$ cat config.mk
export PLATFORM = sky130hd
export DESIGN_NAME = vpf_ram
export DESIGN_NICKNAME = d
export VERILOG_FILES = /design/src/rtl/vpf_ram.sv
export SDC_FILE = /design/constraint.sdc
export NUM_CORES = 2
export LEC_CHECK = 0
export ABC_AREA = 0
export BUFFER_PORTS_ARGS = -buffer_cell sky130_fd_sc_hd__buf_2
export CELL_PAD_IN_SITES_DETAIL_PLACEMENT = 0
export CELL_PAD_IN_SITES_GLOBAL_PLACEMENT = 1
export CORE_AREA = 5 5 567 569
export DETAILED_ROUTE_END_ITERATION = 6
export DIE_AREA = 0 0 572 574
export PLACE_DENSITY_LB_ADDON = 0.1
export SLEW_MARGIN = 20
export SYNTH_ARGS = -nofsm -noshare
export SYNTH_HDL_FRONTEND = slang
export SYNTH_SLANG_ARGS = --single-unit
$ cat constraint.sdc
create_clock -name clock -period 8.8 [get_ports clock]
set_clock_uncertainty 0.15 [all_clocks]
set_input_delay 1.76 -clock clock [delete_from_list [all_inputs] [get_ports clock]]
set_output_delay 1.76 -clock clock [all_outputs]
set_load 0.02 [all_outputs]
$ cat src/rtl/vpf_ram.sv
// Generic single-port-write, single-port-read RAM with registered read data.
module vpf_ram #(
   parameter int Width = 64,
   parameter int Depth = 64
) (
   input  logic                     clock,
   input  logic                     wr_en,
   input  logic [$clog2(Depth)-1:0] wr_addr,
   input  logic [Width-1:0]         wr_data,
   input  logic                     rd_en,
   input  logic [$clog2(Depth)-1:0] rd_addr,
   output logic [Width-1:0]         rd_data
);

   logic [Width-1:0] mem_ff [Depth];
   logic [Width-1:0] rd_data_ff;

   always_ff @(posedge clock) begin
      if (wr_en) begin
         mem_ff[wr_addr] <= wr_data;
      end
      if (rd_en) begin
         rd_data_ff <= mem_ff[rd_addr];
      end
   end

   assign rd_data = rd_data_ff;

endmodule

* Word level (Yosys, flattened, before mapping)
Memories as Yosys holds them, arrays and structs flattened. A register that Yosys moved wholly into a read port is not among the register bits.
Cells that the tools add are included.
** Word-level totals
- ROM bits :: 0
- Bits in latches :: 0
- RAM bits :: 4096
- Register bits after elaboration :: 0
- Input port bits :: 79
- Memories kept :: 1
- Output and inout port bits :: 64
** Memories
- mem_ff :: depth 64, bits a word 64, rd ports 1, clocked after memory_dff 1, wr ports 1, RTL line 15 : logic [Width-1:0] mem_ff [Depth];
** Cells by class
- Bitwise logic cells :: 0
- Equal/unequal tests :: 0
- Shift-type cells :: 0
- Add/subtract/negate cells :: 0
- Magnitude comparators :: 0
- Div/mod/pow operators :: 0
- Multipliers :: 0
- Multiplexer cells :: 2
- Reductions and logical operators :: 0
** Operators by type and width (number)
- 1-bit two-way mux :: 2

* Logic depth before layout (Yosys ltp)
- Depth after elaboration :: 2
- Depth in mapped cells :: 9

* Worst setup path after synthesis
OpenSTA, ideal clock, no wires.
- Path type :: input to register
- Start point :: in wr_addr[3]
- End point :: mem mem_ff[48][0], enable pin
- Arrival :: 6.632 ns
- Path slack :: 1.454 ns
- Library setup time :: 0.564 ns
- Buffers on the path :: 1
- Cell stages on the path :: 4
- Path through :: clkbuf_1 -> nor2b_1 -> nand4b_1 -> nor3_1
** RTL lines
- start: declaration :: RTL line 8 : input logic [$clog2(Depth)-1:0] wr_addr,
- end: declaration :: RTL line 15
Straight into the memory's write port.

==> results.md <==
* Crit end category: flop
* Final count of pins violating max slew at 0
* RR Endpoint: rd_data[4]
* # DRC at 0
* # setup viols final at 0
* Max VDD drop at 205 uV
* Hold_buf cts at 0
* Die area at 328,000 um2
* Cell variety after synth at 32
* Critical Path RT at 9320 ps
* Wire length per cell at 37.7 um
* Antenna viol nets, final at 0
* Synth Flop Type: edfxtp_1
* Hold WC Path Type: reg -> reg
* Synth area leader: edfxtp_1
* Starting density of the core at 49.6%
* Compound-gate portion of the synthesized area at 2.47%
* Commonest non-fill, non-tap cell in the layout: edfxtp_1
* Fraction of layout cells with a size suffix above 1 at 28.2%
* CTS sink count at 4,160
* CTS Buf Count at 427
* Clock transition at path regs at 60 ps
* Post-CTS Setup Bufs at 0
* DR vias/cell at 6.49
* Mapped Nets at 6,677
* R2R cell count at 5
* PortBufs at 142
* Number of synthesized flops with an enable pin at 4,160
* Xor-xnor portion of the synthesized cell area at 0%
* Mapped Area at 157,000 um2
* Min-delay src: mem_ff[60][44]
* RSZ-0062 raised after global routing: false
* Worst hold endpoint: rd_data[44]
* Async S/R FF share, synth at 0%
* Vert. Die Dim at 574 um
* Flops & latches, synth at 4,160
* Final worst-path cycle share at 51.5%
* Num rows at 207
* Synth area leaders: edfxtp_1 (80%), mux4_2 (15%), mux2i_1 (0.86%)
* Largest net degree at the start of global routing at 101
* Gr usage total at 26.4%
* Fmax at 221 MHz
* Yosys top cell area share at 79.6%
* Core area at 316,000 um2
* Reg-to-reg critical path startpoint: mem_ff[63][4]
* TritonCTS clock tree: yes
* Max Root-Sink Buffers at 4
* Router iterations before antenna repair at 5
* Critical path class: in -> reg
* Ys Warns at 0
* Post-DP HPWL at 228,000 um
* Util after Layout at 56.2%
* Flop-to-flop setup slack at 6430 ps
* Pwr Total at 41.9 mW
* Clock root cell: clkbuf_16
* Initial DRC Count at 8,659
* Clock Latency Late Sink at 950 ps
* Global-route wire length before repair at 607,000 um
* Seq/Total Area, Yosys at 79.6%
* Placed cell count at 10,743
* Initial antenna violation count at 27
* Leakage at 55.2 nW
* Mapped Cells at 6,598
* Max cap viols at 0
* H-Tree Depth at 5
* Worst EP arrival at 5050 ps
* Fill cells at 23,123
* Routed WL at 435,000 um
* Syn Area/Cell at 23.8 um2
* Simple logic cell fraction of the synthesized area at 1.23%
* P&R area growth vs syn at 13.1%
* CP Max Fanout at 71
* Gr ovfl total at 0
* Ports at 143
* Largest family of logic cells by synthesized area: multiplexers
* Worst Max-Slew Pin Slew at 1100 ps
* RePlAce Congestion at 0.754
* Setup TNS at 0 ps
* Die width at 572 um
* Status: finished, final reports clean
* Routed vias at 74,863
* Fin nets at 7,075
* Post-synthesis mux area share at 15.6%
* Layout Cells excl Fill at 11,529
* Crit path time final at 4530 ps
* Vias in the first global route at 76,096
* CP startpoint kind: input pin
* Leading cell types in the layout, fill and taps excluded: edfxtp_1 (4,160), mux4_2 (1,024), clkbuf_16 (433), buf_4 (181), a22oi_1 (168)
* Cells resized by post-CTS repair at 0
* Pwr per Cell Area at 236 nW/um2
* Hold Path Stages at 4
* Final hold vios at 0
* Worst rel slew slack at 26.7%
* Adder-cell share of the synthesized area at 0%
## power breakdown
group / switching, mW / internal [mW] / leakage, nW
logic: 1.20 / 0.674 / 11.0
registers: 0.0760 / 22.0 / 37.5
clock network: 7.50 / 10.4 / 6.73
total: 8.78 / 33.1 / 55.2
## worst max-delay path by stage
stage / start / depth (start not counted) / slack (ps) / end
global placement: rd_addr[2] / 6 / 2920 / rd_data[9]
CTS: rd_addr[0] / 8 / 4270 / rd_data[54]
floorplan: wr_addr[3] / 4 / 1450 / mem_ff[48][0]
detailed placement: rd_addr[0] / 8 / 3220 / rd_data[54]
finish: rd_addr[0] / 8 / 4270 / rd_data[54]
global route: rd_addr[0] / 8 / 3990 / rd_data[54]
## cell families (layout without fill, tap and decap cells)
logic type / Yosys count / in the layout
AO/OA/AOI/OAI: 504 / 504
other: 0 / 9
buffers and inverters: 389 / 1131
flip-flops: 4160 / 4160
multiplexers: 1159 / 1159
AND/OR/NAND/NOR: 386 / 386
## metal layers
| metal | vias up | global-route usage (%) | part of all wire (%) |
|---|---|---|---|
| li1 | 29390 | - | - |
| met1 | 41712 | 38.4 | 41 |
| met2 | 3123 | 42.6 | 49 |
| met3 | 632 | 3.69 | 7.0 |
| met4 | 6 | 7.38 | 2.9 |
| met5 | - | 0 | 0.0094 |
## final cells by class
| cell class | instances | area (um2) | area share, % |
|---|---|---|---|
| Sequential cell | 4160 | 125000 | 70.3 |
| Multi-Input combinational cell | 2049 | 30800 | 17.3 |
| Tap cell | 4180 | 5230 | 2.94 |
| Timing Repair Buffer | 339 | 2850 | 1.60 |
| Inverter | 19 | 71.3 | 0.0402 |
| Antenna cell | 9 | 22.5 | 0.0127 |
| Clock inverter | 262 | 2620 | 1.48 |
| Clock buffer | 511 | 11100 | 6.26 |
## cell usage after synthesis, types with 11 or more instances
cell       instances
a22o_1            88
or2_2             28
edfxtp_1        4160
or3_1             29
and3_1            64
a22oi_1          168
a41oi_1           26
clkbuf_1         140
nand2_1           58
a31oi_1           18
buf_4             34
nand3_1           45
o221ai_1          38
a211oi_1          63
inv_1             19
nor2b_1           28
nand2b_1          11
buf_2            170
mux2i_1          135
mux4_2          1024
o22ai_1           83
nor2_1           112
buf_1             20
a2bb2oi_1         19
## metrics by stage
| step | hold WS (ps) | setup WS [ps] | cell area [um2] |
|---|---|---|---|
| 2_1_floorplan | 715 | 1450 | 157000 |
| 6_report | 762 | 4270 | 178000 |
| 3_5_place_dp | 757 | 3220 | 164000 |
| 4_1_cts | 754 | 4270 | 177000 |
| 3_3_place_gp | 742 | 2920 | 164000 |
| 5_1_grt | 800 | 3990 | 178000 |
## sequential cells by signal, indices dropped and copies added, names as in the netlist
| signal | flops |
|---|---|
| mem_ff | 4096 |
| rd_data | 64 |
## worst max-delay path: stages
cell	delay [ps]
buf_12	430
buf_4	770
buf_4	580
mux4_2	560
mux2i_1	180
o22ai_1	140
a31oi_1	320
a211oi_1	80
Power figures use the tool's default switching activity.
